File: config.mk
export PLATFORM = sky130hd
export DESIGN_NAME = s_expression_tokenizer_unit
export DESIGN_NICKNAME = d
export VERILOG_FILES = /design/src/sxt_pkg.sv /design/src/s_expression_tokenizer_unit.sv
export SDC_FILE = /design/constraint.sdc
export NUM_CORES = 1
export LEC_CHECK = 0
export ABC_AREA = 1
export BUFFER_PORTS_ARGS = -buffer_cell sky130_fd_sc_hd__buf_2
export CAP_MARGIN = 20
export CELL_PAD_IN_SITES_DETAIL_PLACEMENT = 0
export CELL_PAD_IN_SITES_GLOBAL_PLACEMENT = 1
export CORE_UTILIZATION = 41
export CTS_BUF_LIST = sky130_fd_sc_hd__clkbuf_4 sky130_fd_sc_hd__clkbuf_8 sky130_fd_sc_hd__clkbuf_16
export DETAILED_ROUTE_END_ITERATION = 8
export PLACE_DENSITY = 0.81
export SYNTH_ARGS = -nofsm -noshare
export SYNTH_HDL_FRONTEND = slang
export SYNTH_SLANG_ARGS = --single-unit
export TNS_END_PERCENT = 1
File: constraint.sdc
create_clock -name clock -period 4.1 [get_ports clock]
set_input_delay 0.82 -clock clock [delete_from_list [all_inputs] [get_ports clock]]
set_output_delay 0.82 -clock clock [all_outputs]
set_load 0.01 [all_outputs]
File: src/sxt_pkg.sv
// shared types, character codes and classification functions for the s-expression tokenizer
package sxt_pkg;

   localparam int TOKEN_BUFFER_DEFAULT = 32;
   localparam int CHAR_W = 8;
   localparam int KIND_W = 2;
   localparam int QUEUE_DEPTH = 4;
   localparam int QUEUE_PTR_W = $clog2(QUEUE_DEPTH);

   localparam logic [CHAR_W-1:0] CHAR_AT       = 8'h40;
   localparam logic [CHAR_W-1:0] CHAR_COMMA    = 8'h2C;
   localparam logic [CHAR_W-1:0] CHAR_LPAREN   = 8'h28;
   localparam logic [CHAR_W-1:0] CHAR_RPAREN   = 8'h29;
   localparam logic [CHAR_W-1:0] CHAR_ZERO     = 8'h30;
   localparam logic [CHAR_W-1:0] CHAR_NINE     = 8'h39;
   localparam logic [CHAR_W-1:0] CHAR_DQUOTE   = 8'h22;
   localparam logic [CHAR_W-1:0] CHAR_SPACE    = 8'h20;
   localparam logic [CHAR_W-1:0] CHAR_NEWLINE  = 8'h0A;
   localparam logic [CHAR_W-1:0] CHAR_QUOTE    = 8'h27;
   localparam logic [CHAR_W-1:0] CHAR_BACKTICK = 8'h60;
   localparam logic [CHAR_W-1:0] CHAR_MINUS    = 8'h2D;
   localparam logic [CHAR_W-1:0] CHAR_PLUS     = 8'h2B;
   localparam logic [CHAR_W-1:0] CHAR_STAR     = 8'h2A;
   localparam logic [CHAR_W-1:0] CHAR_SLASH    = 8'h2F;
   localparam logic [CHAR_W-1:0] CHAR_EQUAL    = 8'h3D;
   localparam logic [CHAR_W-1:0] CHAR_PERCENT  = 8'h25;
   localparam logic [CHAR_W-1:0] CHAR_CARET    = 8'h5E;
   localparam logic [CHAR_W-1:0] CHAR_AMP      = 8'h26;
   localparam logic [CHAR_W-1:0] CHAR_BAR      = 8'h7C;
   localparam logic [CHAR_W-1:0] CHAR_BANG     = 8'h21;

   localparam logic [KIND_W-1:0] KIND_PUNCT  = 2'd0;
   localparam logic [KIND_W-1:0] KIND_STRING = 2'd1;
   localparam logic [KIND_W-1:0] KIND_NUMBER = 2'd2;
   localparam logic [KIND_W-1:0] KIND_SYMBOL = 2'd3;

   typedef enum logic [2:0] {
      MODE_IDLE    = 3'd0,
      MODE_COMMA   = 3'd1,
      MODE_STRING  = 3'd2,
      MODE_NUMBER  = 3'd3,
      MODE_SYMBOL  = 3'd4,
      MODE_STRDROP = 3'd5
   } mode_type;

   typedef struct packed {
      logic [CHAR_W-1:0] token_char;
      logic [KIND_W-1:0] token_kind;
      logic              last_of_token;
   } result_type;

   function automatic logic is_blank(input logic [CHAR_W-1:0] c);
      return (c == CHAR_SPACE) || (c == CHAR_NEWLINE);
   endfunction

   function automatic logic is_paren(input logic [CHAR_W-1:0] c);
      return (c == CHAR_LPAREN) || (c == CHAR_RPAREN);
   endfunction

   function automatic logic is_numeral(input logic [CHAR_W-1:0] c);
      return (c >= CHAR_ZERO) && (c <= CHAR_NINE);
   endfunction

   function automatic logic is_single(input logic [CHAR_W-1:0] c);
      return is_paren(c) || (c == CHAR_QUOTE) || (c == CHAR_BACKTICK) ||
             (c == CHAR_MINUS) || (c == CHAR_PLUS) || (c == CHAR_STAR) ||
             (c == CHAR_SLASH) || (c == CHAR_EQUAL) || (c == CHAR_PERCENT) ||
             (c == CHAR_CARET) || (c == CHAR_AMP) || (c == CHAR_BAR) ||
             (c == CHAR_BANG);
   endfunction

   function automatic logic [KIND_W-1:0] mode_kind(input mode_type m);
      logic [KIND_W-1:0] k;
      case (m)
         MODE_STRING: k = KIND_STRING;
         MODE_NUMBER: k = KIND_NUMBER;
         MODE_SYMBOL: k = KIND_SYMBOL;
         default:     k = KIND_PUNCT;
      endcase
      return k;
   endfunction

   function automatic result_type make_result(input logic [CHAR_W-1:0] c,
                                              input logic [KIND_W-1:0] k,
                                              input logic last);
      result_type r;
      r.token_char    = c;
      r.token_kind    = k;
      r.last_of_token = last;
      return r;
   endfunction

endpackage

File: src/s_expression_tokenizer_unit.sv
// s-expression tokenizer: one source character in, up to two token characters out
// output: token characters are written into the registered result queue and offered on the result side from its head
// throughput: one request per cycle while the queue has room; a request that yields two characters fills two
// queue entries, and requests stall while the four-entry result queue holds three or more
// reset: synchronous, clears lexer mode, held character, token length and the result queue
module s_expression_tokenizer_unit #(
   parameter int TOKEN_BUFFER = sxt_pkg::TOKEN_BUFFER_DEFAULT
) (
   input  logic                      clock,
   input  logic                      reset,
   input  logic                      req_tvalid,
   output logic                      req_tready,
   input  logic [sxt_pkg::CHAR_W-1:0] req_tdata,   // [7:0] input_char
   input  logic                      req_tlast,    // end_of_input
   output logic                      rsp_tvalid,
   input  logic                      rsp_tready,
   output logic [sxt_pkg::CHAR_W-1:0] rsp_tdata,   // [7:0] token_char
   output logic [sxt_pkg::KIND_W-1:0] rsp_tuser,   // [1:0] token_kind
   output logic                      rsp_tlast     // last_of_token
);
   import sxt_pkg::*;

   localparam int LEN_W = $clog2(TOKEN_BUFFER);
   localparam logic [LEN_W:0] TOKEN_CAP = (LEN_W+1)'(TOKEN_BUFFER - 1);

   mode_type          mode_ff, mode_in;
   logic [CHAR_W-1:0] held_char_ff, held_char_in;
   logic              held_valid_ff, held_valid_in;
   logic [LEN_W-1:0]  len_ff, len_in;

   result_type        slot [2];
   logic [1:0]        emit_cnt;
   logic              do_start;
   logic              do_accept;
   logic [LEN_W:0]    len_next;
   logic [KIND_W-1:0] acc_kind;
   logic [CHAR_W-1:0] c;

   result_type             queue_ff [QUEUE_DEPTH];
   logic [QUEUE_PTR_W-1:0] wr_ptr_ff, wr_ptr_in;
   logic [QUEUE_PTR_W-1:0] rd_ptr_ff, rd_ptr_in;
   logic [QUEUE_PTR_W:0]   count_ff, count_in;
   logic                   req_fire;
   logic                   rsp_fire;

   assign c          = req_tdata;
   assign req_tready = (count_ff <= (QUEUE_PTR_W+1)'(QUEUE_DEPTH - 2));
   assign req_fire   = req_tvalid && req_tready;
   assign rsp_tvalid = (count_ff != '0);
   assign rsp_fire   = rsp_tvalid && rsp_tready;
   assign rsp_tdata  = queue_ff[rd_ptr_ff].token_char;
   assign rsp_tuser  = queue_ff[rd_ptr_ff].token_kind;
   assign rsp_tlast  = queue_ff[rd_ptr_ff].last_of_token;

   always_comb begin
      mode_in       = mode_ff;
      held_char_in  = held_char_ff;
      held_valid_in = held_valid_ff;
      len_in        = len_ff;
      slot[0]       = make_result(CHAR_COMMA, KIND_PUNCT, 1'b0);
      slot[1]       = make_result(CHAR_COMMA, KIND_PUNCT, 1'b0);
      emit_cnt      = 2'd0;
      do_start      = 1'b0;
      do_accept     = 1'b0;
      len_next      = '0;
      acc_kind      = KIND_PUNCT;

      if (req_tlast) begin
         if (held_valid_ff) begin
            slot[emit_cnt[0]] = make_result(held_char_ff, mode_kind(mode_ff), 1'b1);
            emit_cnt = emit_cnt + 2'd1;
         end
         mode_in       = MODE_IDLE;
         held_valid_in = 1'b0;
         len_in        = '0;
      end else begin
         case (mode_ff)
            MODE_COMMA: begin
               if (c == CHAR_AT) begin
                  slot[0]       = make_result(CHAR_COMMA, KIND_PUNCT, 1'b0);
                  slot[1]       = make_result(CHAR_AT, KIND_PUNCT, 1'b1);
                  emit_cnt      = 2'd2;
                  mode_in       = MODE_IDLE;
                  held_valid_in = 1'b0;
                  len_in        = '0;
               end else begin
                  slot[0]  = make_result(CHAR_COMMA, KIND_PUNCT, 1'b1);
                  emit_cnt = 2'd1;
                  do_start = 1'b1;
               end
            end
            MODE_STRING: begin
               if (c == CHAR_DQUOTE) begin
                  if (held_valid_ff) begin
                     slot[0]  = make_result(held_char_ff, KIND_STRING, 1'b1);
                     emit_cnt = 2'd1;
                  end
                  mode_in       = MODE_IDLE;
                  held_valid_in = 1'b0;
                  len_in        = '0;
               end else begin
                  do_accept = 1'b1;
               end
            end
            MODE_NUMBER, MODE_SYMBOL: begin
               if ((mode_ff == MODE_NUMBER) ? is_numeral(c)
                                            : !(is_blank(c) || is_paren(c))) begin
                  do_accept = 1'b1;
               end else begin
                  if (held_valid_ff) begin
                     slot[0]  = make_result(held_char_ff, mode_kind(mode_ff), 1'b1);
                     emit_cnt = 2'd1;
                  end
                  do_start = 1'b1;
               end
            end
            MODE_STRDROP: begin
               mode_in       = MODE_IDLE;
               held_valid_in = 1'b0;
               len_in        = '0;
            end
            default: begin
               do_start = 1'b1;
            end
         endcase

         if (do_start) begin
            mode_in       = MODE_IDLE;
            held_valid_in = 1'b0;
            len_in        = '0;
            if (is_blank(c)) begin
               mode_in = MODE_IDLE;
            end else if (c == CHAR_COMMA) begin
               mode_in       = MODE_COMMA;
               held_char_in  = c;
               held_valid_in = 1'b1;
            end else if (is_single(c)) begin
               slot[emit_cnt[0]] = make_result(c, KIND_PUNCT, 1'b1);
               emit_cnt = emit_cnt + 2'd1;
            end else if (c == CHAR_DQUOTE) begin
               mode_in   = MODE_STRING;
               do_accept = 1'b1;
            end else if (is_numeral(c)) begin
               mode_in   = MODE_NUMBER;
               do_accept = 1'b1;
            end else begin
               mode_in   = MODE_SYMBOL;
               do_accept = 1'b1;
            end
         end

         if (do_accept) begin
            acc_kind = mode_kind(mode_in);
            if (held_valid_in) begin
               slot[emit_cnt[0]] = make_result(held_char_in, acc_kind, 1'b0);
               emit_cnt = emit_cnt + 2'd1;
            end
            len_next = {1'b0, len_in} + (LEN_W+1)'(1);
            if (len_next >= TOKEN_CAP) begin
               slot[emit_cnt[0]] = make_result(c, acc_kind, 1'b1);
               emit_cnt = emit_cnt + 2'd1;
               held_valid_in = 1'b0;
               len_in        = '0;
               mode_in       = (mode_in == MODE_STRING) ? MODE_STRDROP : MODE_IDLE;
            end else begin
               len_in        = len_next[LEN_W-1:0];
               held_char_in  = c;
               held_valid_in = 1'b1;
            end
         end
      end
   end

   always_comb begin
      wr_ptr_in = wr_ptr_ff;
      rd_ptr_in = rd_ptr_ff;
      count_in  = count_ff;
      if (req_fire) begin
         wr_ptr_in = wr_ptr_ff + QUEUE_PTR_W'(emit_cnt);
         count_in  = count_in + (QUEUE_PTR_W+1)'(emit_cnt);
      end
      if (rsp_fire) begin
         rd_ptr_in = rd_ptr_ff + QUEUE_PTR_W'(1);
         count_in  = count_in - (QUEUE_PTR_W+1)'(1);
      end
   end

   always_ff @(posedge clock) begin
      if (reset) begin
         mode_ff       <= MODE_IDLE;
         held_char_ff  <= '0;
         held_valid_ff <= 1'b0;
         len_ff        <= '0;
         wr_ptr_ff     <= '0;
         rd_ptr_ff     <= '0;
         count_ff      <= '0;
      end else begin
         if (req_fire) begin
            mode_ff       <= mode_in;
            held_char_ff  <= held_char_in;
            held_valid_ff <= held_valid_in;
            len_ff        <= len_in;
         end
         wr_ptr_ff <= wr_ptr_in;
         rd_ptr_ff <= rd_ptr_in;
         count_ff  <= count_in;
      end
   end

   always_ff @(posedge clock) begin
      if (req_fire && (emit_cnt != 2'd0)) begin
         queue_ff[wr_ptr_ff] <= slot[0];
      end
      if (req_fire && (emit_cnt == 2'd2)) begin
         queue_ff[wr_ptr_ff + QUEUE_PTR_W'(1)] <= slot[1];
      end
   end

endmodule

==> impl_summary.md, run 1 <==
Setup path
Broken down by cell family, the worst path's largest delay share belongs to simple AND/OR/NAND/NOR gates. The critical path contains buffers and inverters numbering 6 combined. The data required time of the worst path is 4.38 ns. Along the worst path, the maximum fanout reaches 2. The slowest cell on the critical path is sky130_fd_sc_hd__fa_1.

The maximum cell stage delay along the critical path is 0.52 ns. The data arrival at the endpoint of the critical path is 4.20 ns. The cell that appears most often on the critical path is sky130_fd_sc_hd__nor2_4. STA classifies the critical path startpoint as an input port. STA classifies the critical path endpoint as a register. By startpoint and endpoint, the worst setup path is classified as in -> reg.

Synthesis
The commonest cells after synthesis are sky130_fd_sc_hd__nand2_1 (230), sky130_fd_sc_hd__nand3_1 (72), sky130_fd_sc_hd__nor2_1 (61). The most numerous cell in the Yosys netlist is sky130_fd_sc_hd__nand2_1. For this run, asynchronously set or reset flops after synthesis account for 0%. By area the synthesized netlist is led by sky130_fd_sc_hd__edfxtp_1 (25%), sky130_fd_sc_hd__nand2_1 (17%), sky130_fd_sc_hd__dfxtp_1 (10%), sky130_fd_sc_hd__nand3_1 (6.9%), sky130_fd_sc_hd__o21ai_0 (5.8%). The post-synthesis cell count is 743. The most used flip-flop cell after synthesis is sky130_fd_sc_hd__edfxtp_1. The netlist uses 48 different library cells. In this run the biggest area consumer among cell types represents 25.40% of the synthesized area. The cell area that synthesis handed to floorplanning was 5202 sq um. The count of flip-flops with a built-in enable after synthesis is 44.

The number of nets in the synthesized netlist is 764. Counting flops and latches in the post-synthesis netlist gives 70. The sequential fraction of the synthesis area is 35.40%. A synthesized cell averages 7.002 sq um. For this run, the number of Yosys warnings is 0. sky130_fd_sc_hd__edfxtp_1 takes more of the synthesized area than any other cell.

Power and ir drop
The internal portion of total power is 1.696 mW. Per report_power, the sequential group accounts for 33.7% of the total. The design draws 2.631 mW. The switching power as a share of total power is 35.56%. Across the VDD grid, the largest voltage drop is 179.9 uV. The power density normalized to cell area is 396.8 nW/um^2. The share of total power dissipated in the clock network is 32.1%.

The share of total power dissipated in combinational logic is 34.2%. Summed over all cells, the static leakage comes to 2.861 nW. The power dissipated by switching net loads is 935.7 uW.

Detailed routing
The detailed-route via count is 5367. Before antenna repair, the detailed router went through 5 iterations. The final routed DRC violation total is 0. The sum of routed wire length over all layers is 15.17 mm. The via density per instance is 5.324. The remaining antenna violation count after routing is 0. The violation count after the first detailed-route iteration is 349. The average detailed-routed wire length per instance is 15.05 um.

GRT
The global router's overall resource usage is 24.14%. The total overflow left after global routing is 0. The largest net degree at the start of global routing is 45. The number of antenna violations at the first check in global routing is 0. The wire length of the first global-routing pass is 24.46 mm. The number of global-route vias before repair is 4998.

Timing
The number of max-slew violations in the final report was 0. The final critical path takes up 95.80% of the cycle. In the final timing run, aggregate negative setup slack is 0 ns.

The number of setup violations in the final report is 0. Setup repair after global routing could not meet its margin everywhere. The minimum period implied by the final worst setup slack is 3.928 ns. Static timing analysis puts the maximum clock frequency at 0.2546 GHz. The hold violation total from the final report is 0.

The final worst clock skew is 0.01063 ns. Measured against its own limit, the worst slew margin works out to 33.19%. For the pin with the worst max-slew slack, the measured transition is 0.9984 ns.

Die
After floorplanning, the core was divided into 40 placement rows. The die outline area is 13140 sq um. The area of the core is 12210 sq um. In this run the count of I/O pins placed on the die edge is 26.

The vertical extent of the die is 114.6 um. From left edge to right edge, the die measures 114.6 um. The initial standard-cell utilization of the core is 42.60%.

Cells and area
Measured on the finished design, the core utilization comes to 54.30%. In the final layout, flip-flops and latches occupy 1842 sq um. From synthesis to final layout, the design area changed by 27.47%. The finished layout holds 1008 standard cells, fillers aside. The total area of multi-input combinational cells is 3090 sq um.

Counting the fill cells in the layout gives 1197. The antenna diode instance count is 0. Summing all non-filler instances in the final layout gives an area of 6631 sq um.

After the last flow step, the layout net total stands at 856. Of the cells placed in the final design, the portion with a size suffix greater than 1 is 26.67%.

Placement
The half-perimeter wire length of the detailed placement result is 11.47 mm. Routability-driven placement finished with a final weighted congestion of 0.9167. The total cell area at the placement stage is 6022 sq um. The number of I/O port buffers is 25. The cell count after placement is 981.

Flow run
The count of max-cap constraint violations is 0.

Clock network
The insertion delay of the later-clocked pin in the worst-skew pair is 0.35 ns. Counting every sink on the clock net gives 70. The root buffer cell chosen for the clock tree is sky130_fd_sc_hd__clkbuf_16.

Counting the buffers created by CTS gives 9. The clock-pin slew of the registers on the worst-case setup and hold paths is 0.06 ns. CTS built an H-tree with a depth of 3. The CTS tree is yes.

No sink is reached through more buffers than the 2 on the longest clock path.

Outcome
The run finished with clean final reports.

Worst hold path
The class of the most critical hold timing path is reg -> reg.
cells in the final DEF, fill, tap and decap left out, drive strengths merged, types with 2 or more instances in the layout:
cell / synthesis / routed
a21boi: 3 / 3
a21oi: 39 / 39
buf: 15 / 113
bufinv: 0 / 2
clkbuf: 18 / 11
clkinv: 3 / 7
dfxtp: 26 / 26
edfxtp: 44 / 44
ha: 7 / 7
inv: 65 / 65
nand2: 240 / 240
nand3: 82 / 82
nand4: 13 / 13
nor2: 74 / 74
nor3: 7 / 7
nor3b: 2 / 2
o211ai: 15 / 15
o21ai: 66 / 66
o221ai: 3 / 3
o22ai: 11 / 11
o31ai: 2 / 2
logic make-up after synthesis:
logic type / synth area share, %
AND/OR/NAND/NOR: 37.49
AO/OA/AOI/OAI: 16.11
buffers and inverters: 8.922
flip-flops: 35.40
adder cells (fa/ha/maj): 2.068
tightest hold or removal path, stage by stage, from the launching register on:
cell                      delay (ns)
sky130_fd_sc_hd__dfxtp_1        0.31
sky130_fd_sc_hd__nand2_1        0.06
sky130_fd_sc_hd__a21oi_1        0.05
power by group through the flow:
stage	Clock (mW)	Sequential, mW	Combinational (mW)
floorplan	0	0.870	0.585
global placement	0	0.899	0.838
detailed placement	0	0.901	0.853
CTS	0.863	0.887	0.855
global route	0.886	0.897	0.992
finish	0.844	0.888	0.899
path summary, 6_finish.rpt:
kind / slack [ns] / endpoint / startpoint / cells past startpoint
setup / recovery: 0.17 / count_ff[1] / req_tdata[7] / 30
hold / removal: 0.47 / len_ff[3] / len_ff[3] / 2
setup reg to reg: 0.27 / count_ff[1] / mode_ff[2] / 26
hold reg to reg: 0.47 / len_ff[3] / len_ff[3] / 2
registers in the layout, summed over array words and instances, names as in the netlist, named ones only:
name           count
count_ff           3
wr_ptr_ff          2
held_char_ff       8
held_valid_ff      1
rd_ptr_ff          2
queue_ff          44
mode_ff            3
len_ff             5
layout make-up:
class	count	area share, %
inverters	68	3.925
clock inverters	6	1.302
flip-flops and latches	70	27.77
multi-input cells	572	46.60
clock buffers	10	3.509
repair buffers	114	13.72
well taps	168	3.170
per-stage QoR:
step           hold slack, ns  worst slack [ns]
2_1_floorplan          0.4362           -0.2263
3_3_place_gp           0.4505           -0.1878
3_5_place_dp           0.4570           -0.3424
4_1_cts                0.4660           0.01647
5_1_grt                0.4863          -0.04451
6_report               0.4664            0.1723
what timing repair did:
item | in CTS | in global routing
resized for setup | 0 | 60
setup buffers | 0 | 11
hold buffers | 0 | 0
endpoints found under the setup margin | 0 | 10
layer usage:
layer / up-vias / GRT usage [%] / routed length (um) / part of all wire, %
met4: 0 / 13.07 / 553 / 3.6
met5: - / 0 / 0 / 0
met3: 40 / 3.600 / 654 / 4.3
li1: 2695 / - / - / -
met1: 2483 / 29.10 / 6689 / 44
met2: 149 / 41.41 / 7274 / 48
No activity file was read; power rests on OpenSTA's default activity.
==> run 2, diff against run 1 <==
ABC_AREA = default   (was 1)
CORE_UTILIZATION = 43   (was 41)
PLACE_DENSITY = 0.8   (was 0.81)
==> impl_summary.md, run 2 <==
Outcome
Run status: finished, violations left (was complete, no violations). The final reports fail on negative setup slack.

Synthesis
The yosys synthesis warning count is 0 (unchanged). The post-synthesis cell count came to 471 (was 743). The proportion of register bits with asynchronous set or reset after synthesis was 0% (unchanged). The most numerous cell in the Yosys netlist is sky130_fd_sc_hd__edfxtp_1 (was sky130_fd_sc_hd__nand2_1). Biggest area contributors in the synthesized netlist: sky130_fd_sc_hd__edfxtp_1 (29%), sky130_fd_sc_hd__dfxtp_1 (12%), sky130_fd_sc_hd__mux4_2 (5.5%), sky130_fd_sc_hd__o21ai_0 (3.9%), sky130_fd_sc_hd__nor2_1 (3.6%) (was sky130_fd_sc_hd__edfxtp_1 (25%), sky130_fd_sc_hd__nand2_1 (17%), sky130_fd_sc_hd__dfxtp_1 (10%), sky130_fd_sc_hd__nand3_1 (6.9%), sky130_fd_sc_hd__o21ai_0 (5.8%)). The sequential fraction of the synthesis area came to 41.09% (was 35.40%). The most used flip-flop cell after synthesis is sky130_fd_sc_hd__edfxtp_1 (unchanged). The count of flip-flops with a built-in enable after synthesis is 44 (unchanged). The number of nets produced by synthesis was 492 (was 764). The cell type contributing the most total cell area after synthesis is sky130_fd_sc_hd__edfxtp_1 (unchanged). The proportion of netlist area held by the largest area contributor is 29.48% (was 25.40%). The synthesized flop and latch total was 70 (unchanged).

The cell area after synthesis is 4482 sq um (was 5202 sq um). The synthesized area per cell is 9.515 sq um (was 7.002 sq um). The number of library cell types mapped by synthesis is 66 (was 48).

Ranking of synthesized cells by instance count: sky130_fd_sc_hd__edfxtp_1 (44), sky130_fd_sc_hd__nor2_1 (43), sky130_fd_sc_hd__nand2_1 (40) (was sky130_fd_sc_hd__nand2_1 (230), sky130_fd_sc_hd__nand3_1 (72), sky130_fd_sc_hd__nor2_1 (61)).

Placement
The final weighted congestion in routability-driven placement came to 0.8946 (was 0.9167). The half-perimeter wire length of the detailed placement result is 9.150 mm (was 11.47 mm). The total cell area at the placement stage came to 5310 sq um (was 6022 sq um).

The number of I/O port buffers came to 25 (unchanged). The cell count after placement is 682 (was 981).

Die
The vertical extent of the die is 104.1 um (was 114.6 um). The die boundary width is 104.1 um (was 114.6 um). The number of rows in the core area is 36 (was 40). The die outline area came to 10830 sq um (was 13140 sq um). The initial standard-cell utilization of the core is 45.02% (was 42.60%).

The I/O pin count is 26 (unchanged). The area of the core came to 9955 sq um (was 12210 sq um).

Setup path
The type of destination of the critical path is a register (unchanged). The terminus of the critical flop-to-flop path is count_ff[1] (unchanged). The register-to-register setup slack is 0.10 ns (was 0.27 ns).

The largest driver fanout on the critical path is 3 (was 2). The logic depth of the worst register-to-register path is 22 (was 26). The critical register-to-register path startpoint is mode_ff[1] (was mode_ff[2]). The start-to-end type of the worst setup path is in -> reg (unchanged). The startpoint class of the critical path is an input port (unchanged).

The data required time of the worst path is 4.38 ns (about the same). The data arrival at the endpoint of the critical path is 5.00 ns (was 4.20 ns).

Detailed routing
The via density per instance is 5.810 (was 5.324). The final routed DRC violation total came to 0 (unchanged). The average detailed-routed wire length per instance was 17.85 um (was 15.05 um). The violation count after the first detailed-route iteration is 243 (was 349). The sum of routed wire length over all layers is 12.48 mm (was 15.17 mm). The detailed-router iteration count before antenna repair is 5 (unchanged). The detailed-route via count is 4061 (was 5367). The remaining antenna violation count after routing is 0 (unchanged).

Cells and area
The leading cell type in the layout, fill and taps excluded was sky130_fd_sc_hd__buf_4 (was sky130_fd_sc_hd__nand2_1). Biggest regs: queue_ff (44), held_char_ff (8), len_ff (5) (unchanged). The register name with the most flops is queue_ff (unchanged). The number of nets in the final layout is 582 (was 856).

Leading cell types in the layout, fill and taps excluded: sky130_fd_sc_hd__buf_4 (76), sky130_fd_sc_hd__edfxtp_1 (44), sky130_fd_sc_hd__nor2_1 (41) (was sky130_fd_sc_hd__nand2_1 (217), sky130_fd_sc_hd__buf_4 (80), sky130_fd_sc_hd__nand3_1 (68)). The flip-flop count of the largest register after layout is 44 (unchanged). The number of standard cells in the layout, taps in and fillers out is 699 (was 1008). The share of the core filled with cells is 57.15% (was 54.30%). The summed area of non-filler cells in the final layout is 5689 sq um (was 6631 sq um). The layout filler cell count was 881 (was 1197).

The area overhead of the layout relative to synthesis is 26.94% (was 27.47%). The layout cell share with drive strength beyond 1 is 32.33% (was 26.67%). The antenna diode instance count was 0 (unchanged).

Timing
Unrepaired setup endpoints after global routing: true (unchanged). The minimum period implied by the final worst setup slack is 4.721 ns (was 3.928 ns). The number of max-slew violations in the final report is 0 (unchanged). The final worst setup slack came to -0.6212 ns (was 0.1723 ns). The number of setup violations in the final report is 90 (was 0). The pin slew with the least headroom to its limit is 0.8483 ns (was 0.9984 ns). The hold violation total from the final report is 0 (unchanged). The final period utilization is 115.2% (was 95.80%). The final worst clock skew is 0.007745 ns (was 0.01063 ns). The post-route worst hold slack is 0.4865 ns (was 0.4664 ns). The peak clock frequency supported by timing came to 0.2118 GHz (was 0.2546 GHz). The relative slew slack is 43.44% (was 33.19%). The total negative slack for setup checks was -17.96 ns (was 0 ns).

Worst hold path
The number of instances on the worst hold path is 2 (unchanged). The worst hold path startpoint is held_char_ff[3] (was len_ff[3]). The class of the most critical hold timing path is reg -> reg (unchanged).

The worst-case hold path end point is held_char_ff[3] (was len_ff[3]).

GRT
The wire length of the first global-routing pass was 20.39 mm (was 24.46 mm). The global router's overall resource usage is 23.76% (was 24.14%). The number of global-route vias before repair came to 4018 (was 4998). The largest net degree at the start of global routing came to 27 (was 45). The leftover overflow at the end of global routing is 0 (unchanged). The number of antenna violations at the first check in global routing is 0 (unchanged).

Power and ir drop
The share of power burned in registers was 40.2% (was 33.7%). The internal portion of total power came to 1.474 mW (was 1.696 mW). The power share of the clock group came to 30.1% (was 32.1%). The switching power as a share of total power is 31.59% (was 35.56%).

The power density normalized to cell area is 378.7 nW/um^2 (was 396.8 nW/um^2). The portion of total power attributed to combinational logic is 29.7% (was 34.2%). The peak ir drop on the vdd network is 165.6 uV (was 179.9 uV). The power dissipated by switching net loads is 680.5 uW (was 935.7 uW). The leakage power of the design is 2.165 nW (was 2.861 nW).

Clock network
The insertion delay of the later-clocked pin in the worst-skew pair is 0.34 ns (was 0.35 ns). The number of H-tree branching levels was 3 (unchanged). The maximum number of buffers from clock root to sink is 2 (unchanged).

The root buffer cell is sky130_fd_sc_hd__clkbuf_8 (was sky130_fd_sc_hd__clkbuf_16). The cts-stage hold buffer count came to 0 (unchanged). The CTS sink count was 70 (unchanged). The CTS buffer count is 9 (unchanged).

The clock-pin slew of the registers on the worst-case setup and hold paths came to 0.08 ns (was 0.06 ns). The CTS tree is yes (unchanged).

Flow run
The count of max-cap constraint violations came to 0 (unchanged).
[run 2: changes by cell type after synthesis, sizes merged, moves of 13 or more]
cell,before,now
o21ai,66,36
a211o,0,13
inv,65,16
o211ai,15,2
nor2,74,43
mux2i,0,16
nand3,82,24
nand2,240,40
a21oi,39,26
[run 2: how the worst max path moves through the flow]
stage / from / to / slack (ns) / cells past startpoint
final: req_tdata[6] / count_ff[1] / -0.62 / 24
after global routing: req_tdata[6] / count_ff[1] / -0.81 / 24
after detailed placement: req_tdata[6] / count_ff[1] / -1.04 / 24
after CTS: req_tdata[6] / count_ff[1] / -0.59 / 23
after floorplan: req_tdata[5] / count_ff[1] / -1.11 / 24
after global placement: req_tdata[6] / count_ff[1] / -0.97 / 24
[run 2: worst max-delay path: stages]
cell,delay [ns]
sky130_fd_sc_hd__buf_2,0.10
sky130_fd_sc_hd__or3b_4,0.39
sky130_fd_sc_hd__or3_1,0.34
sky130_fd_sc_hd__a211o_1,0.31
sky130_fd_sc_hd__a21o_4,0.22
sky130_fd_sc_hd__and2_4,0.15
sky130_fd_sc_hd__nand2_4,0.07
sky130_fd_sc_hd__inv_2,0.03
sky130_fd_sc_hd__ha_2,0.17
sky130_fd_sc_hd__nor2b_2,0.15
sky130_fd_sc_hd__o21ai_1,0.09
sky130_fd_sc_hd__a21oi_2,0.15
sky130_fd_sc_hd__and2_4,0.15
sky130_fd_sc_hd__and3_4,0.19
sky130_fd_sc_hd__nor2_2,0.04
sky130_fd_sc_hd__o2bb2ai_2,0.16
sky130_fd_sc_hd__ha_1,0.16
sky130_fd_sc_hd__inv_1,0.04
sky130_fd_sc_hd__fa_1,0.50
sky130_fd_sc_hd__nor2_2,0.04
sky130_fd_sc_hd__a21oi_2,0.14
sky130_fd_sc_hd__ha_1,0.25
sky130_fd_sc_hd__mux2_2,0.26
sky130_fd_sc_hd__nor2_1,0.08
[run 2: power groups by stage]
stage,registers [mW],clock network [mW],logic (mW)
2_1_floorplan,0.843,0,0.437
3_3_place_gp,0.879,0,0.599
3_5_place_dp,0.882,0,0.610
4_1_cts,0.868,0.662,0.628
5_1_grt,0.879,0.687,0.696
6_report,0.867,0.648,0.640
[run 2: per-stage QoR]
step                      power [mW]  setup WS (ns)
after global routing           2.262        -0.8083
final                          2.154        -0.6212
after detailed placement       1.492         -1.038
after CTS                      2.159        -0.5927
after floorplan                1.280         -1.112
after global placement         1.478        -0.9696
[run 2: logic make-up (layout without fill, tap and decap cells)]
logic type / after synthesis / in the layout / share of synthesized area (%)
compound gates: 138 / 138 / 21.41
flops: 70 / 70 / 41.09
buf+inv: 44 / 139 / 4.327
simple gates: 176 / 176 / 19.99
mux: 29 / 29 / 9.604
xor+xnor: 6 / 6 / 1.173
fa+ha+maj: 8 / 8 / 2.401
[run 2: cell type report]
type / count / area [sq um] / area share [%]
inverters: 16 / 60.06 / 1.056
clock buffers: 10 / 137.6 / 2.419
well taps: 133 / 166.4 / 2.925
multi-input cells: 357 / 2600 / 45.70
clock inverters: 6 / 93.84 / 1.649
flip-flops and latches: 70 / 1842 / 32.37
repair buffers: 107 / 789.5 / 13.88
[run 2: per-layer routing]
metal	share of wire, %	wire length [um]	vias up	track usage, %
li1	-	-	1957	-
met1	44	5499	1987	30.58
met2	50	6206	96	41.19
met3	4.1	513	21	3.509
met4	2.1	257	0	7.143
met5	0	0	-	0
[run 2: what timing repair did]
action	in CTS	in global routing
pin swaps	9	3
setup endpoints to repair	92	92
resized for setup	32	12
setup buffers	0	1
endpoints found under the hold margin	0	0
